$ cat src/leib_pkg.sv
// ----------------------------------------------------------------------------
// leib_pkg - shared definitions for the line editing input buffer
// Sizes, character codes, result kinds, controller states and the result
// item type used by the controller and the output stage.
// ----------------------------------------------------------------------------
package leib_pkg;

    // Storage and read sizes
    localparam int LINE_DEPTH = 256;
    localparam int MAX_READ   = 32;
    localparam int ADDR_W     = $clog2(LINE_DEPTH);
    localparam int POS_W      = ADDR_W + 1;
    localparam int CNT_W      = 6;
    localparam int SUM_W      = (POS_W > CNT_W) ? POS_W : CNT_W;

    // Character codes
    localparam logic [7:0] CH_NUL = 8'h00;
    localparam logic [7:0] CH_BS  = 8'h08;
    localparam logic [7:0] CH_LF  = 8'h0A;
    localparam logic [7:0] CH_CR  = 8'h0D;

    // Input item kinds
    localparam logic KIND_CHAR = 1'b0;
    localparam logic KIND_READ = 1'b1;

    // Result item kinds
    localparam logic [1:0] OK_ECHO  = 2'd0;
    localparam logic [1:0] OK_DATA  = 2'd1;
    localparam logic [1:0] OK_EMPTY = 2'd2;

    // Controller states
    typedef enum logic [0:0] {
        S_IDLE,
        S_READ
    } state_t;

    // One result item
    typedef struct packed {
        logic [1:0]       kind;
        logic [7:0]       data;
        logic             last;
        logic [CNT_W-1:0] delivered;
    } out_item_t;

endpackage

$ cat src/leib_out_stage.sv
// ----------------------------------------------------------------------------
// leib_out_stage - registered result stage
// Holds one result item for the master side and takes a new one whenever
// the held item is gone or leaves in the same cycle.
// ----------------------------------------------------------------------------
module leib_out_stage (
    input  logic                aclk,
    input  logic                aresetn,
    input  logic                in_valid,
    input  leib_pkg::out_item_t in_item,
    output logic                in_ready,
    output logic                m_tvalid,
    input  logic                m_tready,
    output logic [15:0]         m_tdata,   // [7:0] out_byte, [13:8] delivered, [15:14] zero
    output logic [1:0]          m_tuser,   // [1:0] out_kind
    output logic                m_tlast    // last result of the input transfer
);
    import leib_pkg::*;

    logic      valid_reg;
    out_item_t item_reg;

    assign in_ready = !valid_reg || m_tready;

    // Valid flag
    always_ff @(posedge aclk) begin
        if (!aresetn) begin
            valid_reg <= 1'b0;
        end else if (in_ready) begin
            valid_reg <= in_valid;
        end
    end

    // Payload
    always_ff @(posedge aclk) begin
        if (in_ready && in_valid) begin
            item_reg <= in_item;
        end
    end

    assign m_tvalid = valid_reg;
    assign m_tdata  = {{(16 - 8 - CNT_W){1'b0}}, item_reg.delivered, item_reg.data};
    assign m_tuser  = item_reg.kind;
    assign m_tlast  = item_reg.last;

endmodule

$ cat src/line_editing_input_buffer_top.sv
// ----------------------------------------------------------------------------
// line_editing_input_buffer_top - canonical terminal line buffer
// Stores and echoes typed characters, handles backspace and newline, and
// answers read requests with bytes of the completed line.
// ----------------------------------------------------------------------------
// Usage:
//   Slave channel: one transfer per typed character (s_tuser = 0) or read
//   request (s_tuser = 1). s_tdata carries char_in in [7:0] and read_count
//   in [13:8].
//   Master channel: result transfers; m_tuser is the result kind (echo, read
//   data, read finished empty), m_tdata carries the byte and the delivered
//   count, m_tlast marks the last result of one input transfer.
//   The echo of a character appears in the cycle after it is taken. A read
//   holds the slave side while it runs: the request is taken, the first byte
//   is fetched from the line store, then one byte per cycle follows from the
//   single read port of the line store while the receiver keeps taking them.
//   A read that arrives before the line is complete is held and served when
//   the newline comes in, right after the newline echo.
//   Reset empties the line and drops a waiting read; the line store itself
//   is not cleared, only bytes written for the current line are read.
//   When the receiver stalls, the result register holds its item and the
//   slave side stops taking transfers until results can move again.
// ----------------------------------------------------------------------------
module line_editing_input_buffer_top (
    input  logic        aclk,
    input  logic        aresetn,
    input  logic        s_tvalid,
    output logic        s_tready,
    input  logic [15:0] s_tdata,   // [7:0] char_in, [13:8] read_count, [15:14] zero
    input  logic        s_tuser,   // [0] kind
    output logic        m_tvalid,
    input  logic        m_tready,
    output logic [15:0] m_tdata,   // [7:0] out_byte, [13:8] delivered, [15:14] zero
    output logic [1:0]  m_tuser,   // [1:0] out_kind
    output logic        m_tlast    // last result of the input transfer
);
    import leib_pkg::*;

    // Controller state
    state_t           state_reg,      state_next;
    logic [POS_W-1:0] edit_pos_reg,   edit_pos_next;
    logic [POS_W-1:0] line_len_reg,   line_len_next;
    logic [POS_W-1:0] read_pos_reg,   read_pos_next;
    logic             line_ready_reg, line_ready_next;
    logic             read_wait_reg,  read_wait_next;
    logic [CNT_W-1:0] wait_cnt_reg,   wait_cnt_next;
    logic [CNT_W-1:0] n_reg,          n_next;
    logic [CNT_W-1:0] idx_reg,        idx_next;
    logic             pend_reg,       pend_next;

    // Line store
    logic [7:0]        line_mem [LINE_DEPTH];
    logic [7:0]        rd_data_reg;
    logic              wr_en;
    logic [ADDR_W-1:0] wr_addr;
    logic [7:0]        wr_data;
    logic              rd_en;
    logic [ADDR_W-1:0] rd_addr;

    // Result path
    logic      o_valid;
    logic      o_ready;
    out_item_t o_item;

    // Input fields
    logic             in_kind;
    logic [7:0]       in_char;
    logic [CNT_W-1:0] in_cnt;
    logic [CNT_W-1:0] cnt_sat;
    logic [POS_W-1:0] avail;
    logic [CNT_W-1:0] serve_n;
    logic [CNT_W-1:0] idx_inc;
    logic [POS_W-1:0] pos_sum;

    assign in_kind = s_tuser;
    assign in_char = s_tdata[7:0];
    assign in_cnt  = s_tdata[8 +: CNT_W];

    assign s_tready = (state_reg == S_IDLE) && o_ready;

    // Saturated count and bytes a served read delivers
    always_comb begin
        cnt_sat = (in_cnt > CNT_W'(MAX_READ)) ? CNT_W'(MAX_READ) : in_cnt;
        avail   = line_len_reg - read_pos_reg;
        serve_n = (SUM_W'(cnt_sat) < SUM_W'(avail)) ? cnt_sat : CNT_W'(avail);
        idx_inc = idx_reg + CNT_W'(1);
        pos_sum = read_pos_reg + POS_W'(n_reg);
    end

    // State register
    always_ff @(posedge aclk) begin
        if (!aresetn) begin
            state_reg      <= S_IDLE;
            edit_pos_reg   <= '0;
            line_len_reg   <= '0;
            read_pos_reg   <= '0;
            line_ready_reg <= 1'b0;
            read_wait_reg  <= 1'b0;
            wait_cnt_reg   <= '0;
            n_reg          <= '0;
            idx_reg        <= '0;
            pend_reg       <= 1'b0;
        end else begin
            state_reg      <= state_next;
            edit_pos_reg   <= edit_pos_next;
            line_len_reg   <= line_len_next;
            read_pos_reg   <= read_pos_next;
            line_ready_reg <= line_ready_next;
            read_wait_reg  <= read_wait_next;
            wait_cnt_reg   <= wait_cnt_next;
            n_reg          <= n_next;
            idx_reg        <= idx_next;
            pend_reg       <= pend_next;
        end
    end

    // Next state, line store access and results
    always_comb begin
        state_next      = state_reg;
        edit_pos_next   = edit_pos_reg;
        line_len_next   = line_len_reg;
        read_pos_next   = read_pos_reg;
        line_ready_next = line_ready_reg;
        read_wait_next  = read_wait_reg;
        wait_cnt_next   = wait_cnt_reg;
        n_next          = n_reg;
        idx_next        = idx_reg;
        pend_next       = pend_reg;
        wr_en           = 1'b0;
        wr_addr         = edit_pos_reg[ADDR_W-1:0];
        wr_data         = in_char;
        rd_en           = 1'b0;
        rd_addr         = ADDR_W'(read_pos_reg + POS_W'(idx_reg));
        o_valid         = 1'b0;
        o_item.kind      = OK_ECHO;
        o_item.data      = in_char;
        o_item.last      = 1'b1;
        o_item.delivered = '0;

        unique case (state_reg)
            S_IDLE: begin
                if (s_tvalid && s_tready) begin
                    if (in_kind == KIND_READ) begin
                        if (line_ready_reg) begin
                            // Serve the read from the completed line
                            n_next     = serve_n;
                            idx_next   = '0;
                            pend_next  = 1'b0;
                            state_next = S_READ;
                        end else begin
                            read_wait_next = 1'b1;
                            wait_cnt_next  = cnt_sat;
                        end
                    end else if (in_char == CH_NUL || line_ready_reg) begin
                        // ignored or dropped
                    end else if (in_char == CH_LF || in_char == CH_CR) begin
                        if (SUM_W'(edit_pos_reg) < SUM_W'(LINE_DEPTH)) begin
                            // Complete the line
                            wr_en           = 1'b1;
                            wr_data         = CH_LF;
                            edit_pos_next   = edit_pos_reg + POS_W'(1);
                            line_len_next   = edit_pos_reg + POS_W'(1);
                            read_pos_next   = '0;
                            line_ready_next = 1'b1;
                            o_valid         = 1'b1;
                            o_item.data     = CH_LF;
                            if (read_wait_reg) begin
                                // Waiting read follows the echo
                                o_item.last    = 1'b0;
                                read_wait_next = 1'b0;
                                wait_cnt_next  = '0;
                                n_next = (SUM_W'(wait_cnt_reg) < SUM_W'(edit_pos_reg) + SUM_W'(1))
                                       ? wait_cnt_reg
                                       : CNT_W'(edit_pos_reg + POS_W'(1));
                                idx_next   = '0;
                                pend_next  = 1'b0;
                                state_next = S_READ;
                            end
                        end
                    end else if (in_char == CH_BS) begin
                        if (edit_pos_reg != '0) begin
                            edit_pos_next = edit_pos_reg - POS_W'(1);
                            o_valid       = 1'b1;
                        end
                    end else if (SUM_W'(edit_pos_reg) + SUM_W'(1) < SUM_W'(LINE_DEPTH)) begin
                        // Ordinary character
                        wr_en         = 1'b1;
                        edit_pos_next = edit_pos_reg + POS_W'(1);
                        o_valid       = 1'b1;
                    end
                end
            end
            S_READ: begin
                if (n_reg == '0) begin
                    // Empty read: one completion result, line kept
                    o_item.kind = OK_EMPTY;
                    o_item.data = '0;
                    o_valid     = 1'b1;
                    if (o_ready) begin
                        state_next = S_IDLE;
                    end
                end else if (!pend_reg) begin
                    // Fetch the first byte
                    rd_en     = 1'b1;
                    pend_next = 1'b1;
                end else begin
                    o_item.kind      = OK_DATA;
                    o_item.data      = rd_data_reg;
                    o_item.delivered = n_reg;
                    o_item.last      = (idx_inc == n_reg);
                    o_valid          = 1'b1;
                    if (o_ready) begin
                        if (idx_inc == n_reg) begin
                            // Read done: advance, restart editing when drained
                            pend_next     = 1'b0;
                            state_next    = S_IDLE;
                            read_pos_next = pos_sum;
                            if (pos_sum >= line_len_reg) begin
                                line_ready_next = 1'b0;
                                edit_pos_next   = '0;
                                line_len_next   = '0;
                                read_pos_next   = '0;
                            end
                        end else begin
                            // Fetch the next byte while this one leaves
                            idx_next = idx_inc;
                            rd_en    = 1'b1;
                            rd_addr  = ADDR_W'(read_pos_reg + POS_W'(idx_inc));
                        end
                    end
                end
            end
            default: begin
                state_next = S_IDLE;
            end
        endcase
    end

    // Line store: one write port, one registered read port
    always_ff @(posedge aclk) begin
        if (wr_en) begin
            line_mem[wr_addr] <= wr_data;
        end
    end

    always_ff @(posedge aclk) begin
        if (rd_en) begin
            rd_data_reg <= line_mem[rd_addr];
        end
    end

    // Result register toward the master side
    leib_out_stage u_out_stage (
        .aclk     (aclk),
        .aresetn  (aresetn),
        .in_valid (o_valid),
        .in_item  (o_item),
        .in_ready (o_ready),
        .m_tvalid (m_tvalid),
        .m_tready (m_tready),
        .m_tdata  (m_tdata),
        .m_tuser  (m_tuser),
        .m_tlast  (m_tlast)
    );

endmodule

$ cat config.mk
export PLATFORM = sky130hd
export DESIGN_NAME = line_editing_input_buffer_top
export DESIGN_NICKNAME = d
export VERILOG_FILES = /design/src/leib_pkg.sv /design/src/leib_out_stage.sv /design/src/line_editing_input_buffer_top.sv
export SDC_FILE = /design/constraint.sdc
export NUM_CORES = 2
export LEC_CHECK = 0
export ABC_AREA = 1
export CAP_MARGIN = 15
export CORE_MARGIN = 1.5
export CORE_UTILIZATION = 35
export CTS_BUF_LIST = sky130_fd_sc_hd__clkbuf_16
export DETAILED_ROUTE_END_ITERATION = 8
export DONT_BUFFER_PORTS = 1
export PLACE_DENSITY = 0.5
export SLEW_MARGIN = 25
export SYNTH_ARGS = -nofsm -noshare
export SYNTH_HDL_FRONTEND = slang
export SYNTH_SLANG_ARGS = --single-unit
$ cat constraint.sdc
create_clock -name aclk -period 10.65 [get_ports aclk]
set_clock_uncertainty 0.05 [all_clocks]
set_input_delay 0.5325 -clock aclk [delete_from_list [all_inputs] [get_ports aclk]]
set_output_delay 0.5325 -clock aclk [all_outputs]
set_load 0.01 [all_outputs]
==> report_table.html <==
<table>
<tr><th>Metric</th><th>Value</th></tr>
<tr><th colspan="2">Run status</th></tr>
<tr><td>Result of the run</td><td>complete, no violations</td></tr>
<tr><th colspan="2">STA</th></tr>
<tr><td>F_max</td><td>152.5 MHz</td></tr>
<tr><td>Setup TNS after final layout</td><td>0 ns</td></tr>
<tr><td>Transition time of the tightest slew-check pin</td><td>about 1.1 ns</td></tr>
<tr><td>Final max-slew violation count</td><td>0</td></tr>
<tr><td>Post-route minimum period</td><td>between 6 and 7 ns</td></tr>
<tr><td>Final hold violations</td><td>0</td></tr>
<tr><td>Smallest setup slack after layout</td><td>4.093 ns</td></tr>
<tr><td>Endpoints failing setup</td><td>0</td></tr>
<tr><td>Worst hold margin</td><td>0.05252 ns</td></tr>
<tr><td>RSZ-0062 raised after global routing</td><td>false</td></tr>
<tr><td>Slew margin rel.</td><td>0.2449</td></tr>
<tr><td>Post-route fraction of the period consumed by the critical path</td><td>0.6157</td></tr>
<tr><th colspan="2">Finish</th></tr>
<tr><td>Most common cell after layout, fill and taps aside</td><td>sky130_fd_sc_hd__nand2_1</td></tr>
<tr><td>Proportion of layout cells with a drive suffix above 1</td><td>0.04858</td></tr>
<tr><td>Highest-count cells in the layout ignoring fill and taps</td><td>sky130_fd_sc_hd__nand2_1, sky130_fd_sc_hd__edfxtp_1, sky130_fd_sc_hd__nand3_1</td></tr>
<tr><td>Cell area after layout</td><td>0.1054 mm2</td></tr>
<tr><td>Most flops, register</td><td>line_mem</td></tr>
<tr><td>Number of flip-flops under the largest register name</td><td>2,048</td></tr>
<tr><td>P&amp;R area growth vs syn</td><td>11.11%</td></tr>
<tr><td>Net count, final</td><td>9,295</td></tr>
<tr><th colspan="2">Clock network</th></tr>
<tr><td>CTS buffer count</td><td>220</td></tr>
<tr><td>Clock root cell</td><td>sky130_fd_sc_hd__clkbuf_16</td></tr>
<tr><td>Postcts setup bufs</td><td>0</td></tr>
<tr><td>Post-CTS clock slew at the launch and capture registers of the worst setup and hold paths</td><td>0.06 ns</td></tr>
<tr><td>H-tree level count</td><td>4</td></tr>
<tr><td>Post-cts resize count</td><td>0</td></tr>
<tr><td>CTS tree</td><td>built</td></tr>
<tr><td>Hold buffers post-CTS</td><td>19</td></tr>
<tr><td>Maximum clock insertion buffer count</td><td>3</td></tr>
<tr><td>Skew-Pair Late Insertion Delay</td><td>0.89 ns</td></tr>
<tr><td>Number of sinks on the clock net</td><td>2,123</td></tr>
<tr><th colspan="2">Setup path</th></tr>
<tr><td>Worst reg2reg endpoint</td><td>rd_data_reg[3]</td></tr>
<tr><td>Max FO, Critical Path</td><td>119</td></tr>
<tr><td>CP Launch Type</td><td>register</td></tr>
<tr><td>Reg-to-reg critical path startpoint</td><td>pend_reg</td></tr>
<tr><td>Worst-case reg-to-reg path depth</td><td>17</td></tr>
<tr><td>Critical path start-end classification</td><td>register to register</td></tr>
<tr><td>Reg-to-reg setup timing slack</td><td>4.09 ns</td></tr>
<tr><td>Critical path data required time</td><td>11.19 ns</td></tr>
<tr><td>Category of the worst setup path capture point</td><td>register</td></tr>
<tr><td>Critical path data arrival time</td><td>7.10 ns</td></tr>
<tr><th colspan="2">Global route</th></tr>
<tr><td>Vias in the first global route</td><td>61,400</td></tr>
<tr><td>Number of antenna violations at the first check in global routing</td><td>8</td></tr>
<tr><td>Wire length of the first global-routing pass</td><td>402.1 mm</td></tr>
<tr><td>Total global routing track utilization</td><td>0.1966</td></tr>
<tr><td>Maximum number of pins on one net before global-route repair</td><td>258</td></tr>
<tr><td>Leftover overflow at the end of global routing</td><td>0</td></tr>
<tr><th colspan="2">Logic synthesis</th></tr>
<tr><td>Synth warnings</td><td>0</td></tr>
<tr><td>Average size of a mapped cell</td><td>a little over 10 um2</td></tr>
<tr><td>Number of distinct standard cells referenced by the synthesized netlist</td><td>between 40 and 50</td></tr>
<tr><td>Post-synthesis cell area</td><td>0.09482 mm2</td></tr>
<tr><td>Library cell with the largest summed area after synthesis</td><td>sky130_fd_sc_hd__edfxtp_1</td></tr>
<tr><td>Number of synthesized flops with an enable pin</td><td>around 2,100</td></tr>
<tr><td>Yosys reg bits</td><td>2,123</td></tr>
<tr><td>Share of the synthesized area in the top cell type</td><td>0.6565</td></tr>
<tr><td>Dominant synthesized flop cell</td><td>sky130_fd_sc_hd__edfxtp_1</td></tr>
<tr><td>Seq/Total Area, Yosys</td><td>0.6670</td></tr>
<tr><td>Largest cells by area after synthesis</td><td>sky130_fd_sc_hd__edfxtp_1, sky130_fd_sc_hd__nand2_1, sky130_fd_sc_hd__nand3_1</td></tr>
<tr><td>Gate count after technology mapping</td><td>9,395</td></tr>
<tr><td>Fraction of registers with async set/reset</td><td>0</td></tr>
<tr><th colspan="2">Power</th></tr>
<tr><td>Sw power</td><td>3.682 mW</td></tr>
<tr><td>Design internal power</td><td>13.53 mW</td></tr>
<tr><td>Net Sw Frac</td><td>0.2139</td></tr>
<tr><td>Maximum vdd ir drop</td><td>between 150 and 200 uV</td></tr>
<tr><td>Share of power burned in registers</td><td>0.535</td></tr>
<tr><td>Power share of the clock group</td><td>0.440</td></tr>
<tr><td>Combinational Power Share</td><td>0.025</td></tr>
<tr><td>Ratio of total power to cell area</td><td>163.4 mW/mm2</td></tr>
<tr><td>Standby leakage power</td><td>42.51 nW</td></tr>
<tr><th colspan="2">Route</th></tr>
<tr><td>Detail-routed via count per cell</td><td>between 4 and 5</td></tr>
<tr><td>Remaining antenna violation count after routing</td><td>0</td></tr>
<tr><td>Total length of routed wires</td><td>269.5 mm</td></tr>
<tr><td>1st-pass router iterations</td><td>7</td></tr>
<tr><td>Post-route DRC violation count</td><td>0</td></tr>
<tr><td>DR iter-0 viols</td><td>about 5,500</td></tr>
<tr><td>Via count</td><td>63,150</td></tr>
<tr><td>Detail-routed net length per standard cell</td><td>20.79 um</td></tr>
<tr><th colspan="2">Hold path</th></tr>
<tr><td>Hold Path Depth</td><td>1</td></tr>
<tr><td>Hold Path End</td><td>line_mem[39][4]</td></tr>
<tr><td>Hold/Removal Path Class</td><td>input pin to register</td></tr>
<tr><td>Launch instance of the worst min-delay path</td><td>s_tdata[4]</td></tr>
<tr><th colspan="2">Floorplanning</th></tr>
<tr><td>IO Pins</td><td>42</td></tr>
<tr><td>Core footprint</td><td>0.2686 mm2</td></tr>
<tr><td>Die width</td><td>523.5 um</td></tr>
<tr><td>Starting density of the core</td><td>0.3530</td></tr>
<tr><td>Die outline area</td><td>between 0.2 and 0.3 mm2</td></tr>
<tr><td>Vertical die dimension</td><td>523.5 um</td></tr>
<tr><td>Row count</td><td>190</td></tr>
<tr><th colspan="2">Placement</th></tr>
<tr><td>Count of input and output buffers</td><td>0</td></tr>
<tr><td>Place WS</td><td>4.198 ns</td></tr>
<tr><td>RePlAce Congestion</td><td>0.8453</td></tr>
<tr><td>Detailed Place HPWL</td><td>between 100 and 150 mm</td></tr>
<tr><td>Area of placed instances</td><td>0.09776 mm2</td></tr>
<tr><th colspan="2">Flow run</th></tr>
<tr><td>Number of max-cap violations</td><td>0</td></tr>
</table>
-- layer usage --
metal  vias to the layer above  GRT usage  routed length, um
li1                      30390          -                  -
met1                     30750     0.2645             118200
met2                      1648     0.3242             128200
met3                       350    0.03206              15470
met4                         8    0.06206               7594
met5                         -          0                 46
-- how the worst max path moves through the flow --
stage	start	endpoint	slack (ns)	depth (start not counted)
finish	pend_reg	rd_data_reg[3]	4.09	17
global route	pend_reg	rd_data_reg[7]	3.69	17
CTS	pend_reg	rd_data_reg[3]	4.16	17
detailed placement	pend_reg	rd_data_reg[3]	4.20	17
global placement	idx_reg[1]	rd_data_reg[3]	4.22	22
floorplan	s_tdata[4]	line_mem[0][0]	1.91	7
-- power groups by stage --
stage | Combinational (mW) | Sequential, mW | Clock (mW)
final | 0.433 | 9.20 | 7.58
after global routing | 0.464 | 9.20 | 8.02
after CTS | 0.428 | 9.20 | 7.72
after detailed placement | 0.316 | 9.38 | 0
after global placement | 0.314 | 9.38 | 0
after floorplan | 0.204 | 9.41 | 0
-- logic make-up (layout without fill, tap and decap cells) --
family | Yosys count | after routing | share of synthesized area
compound gates | 326 | 326 | 0.01988
xor+xnor | 29 | 29 | 0.002679
fa+ha+maj | 55 | 55 | 0.007574
buf+inv | 2152 | 2164 | 0.09145
flops | 2123 | 2123 | 0.6670
other cells | 1 | 5 | 0.00003955
simple gates | 4709 | 4709 | 0.2113
-- worst max-delay path, cell delays in order, from the launching register on --
cell                      delay, ns
sky130_fd_sc_hd__dfxtp_1       0.57
sky130_fd_sc_hd__nand2_1       0.26
sky130_fd_sc_hd__inv_2         0.11
sky130_fd_sc_hd__nand2_1       0.27
sky130_fd_sc_hd__nor2_2        0.35
sky130_fd_sc_hd__nand3_2       0.49
sky130_fd_sc_hd__nand2_8       0.84
sky130_fd_sc_hd__buf_4         0.80
sky130_fd_sc_hd__buf_4         0.80
sky130_fd_sc_hd__nand2_1       0.11
sky130_fd_sc_hd__nand3_1       0.12
sky130_fd_sc_hd__nand3_1       0.11
sky130_fd_sc_hd__nand3_1       0.22
sky130_fd_sc_hd__nand3_1       0.16
sky130_fd_sc_hd__nand3_1       0.22
sky130_fd_sc_hd__nand3_1       0.11
sky130_fd_sc_hd__nand3_1       0.30
sky130_fd_sc_hd__nand2_1       0.15
-- layout make-up --
class / count / area (um2)
sequential: 2123 / 63250
clock buffer: 231 / 5781
multi-input combinational: 5121 / 23060
inverter: 1641 / 6170
antenna: 3 / 7.507
timing repair buffer: 112 / 1338
tap: 3552 / 4444
fill: 26100 / 163300
clock inverter: 180 / 1299
-- synth_stat cells (7+ instances only) --
cell type	number
sky130_fd_sc_hd__xnor2_1	7
sky130_fd_sc_hd__buf_2	313
sky130_fd_sc_hd__nor3_1	7
sky130_fd_sc_hd__nand2_1	2545
sky130_fd_sc_hd__xor2_1	22
sky130_fd_sc_hd__clkbuf_1	124
sky130_fd_sc_hd__o21ai_0	136
sky130_fd_sc_hd__edfxtp_1	2073
sky130_fd_sc_hd__a211oi_1	12
sky130_fd_sc_hd__buf_6	8
sky130_fd_sc_hd__dfxtp_1	50
sky130_fd_sc_hd__o211ai_1	63
sky130_fd_sc_hd__inv_1	1633
sky130_fd_sc_hd__buf_1	28
sky130_fd_sc_hd__buf_4	38
sky130_fd_sc_hd__nand4_1	9
sky130_fd_sc_hd__nor2_1	342
sky130_fd_sc_hd__ha_1	51
sky130_fd_sc_hd__a21oi_1	86
sky130_fd_sc_hd__a31oi_1	10
sky130_fd_sc_hd__nand3_1	1782
-- stage by stage --
stage	power, mW	cells	util
after floorplan	9.612	9396	-
after global placement	9.691	12520	0.3637
after detailed placement	9.693	12520	0.3639
after CTS	17.35	12950	0.3913
after global routing	17.69	12960	0.3922
final	17.21	12960	0.3922
Note: power is estimated with default switching activity, not from simulation.
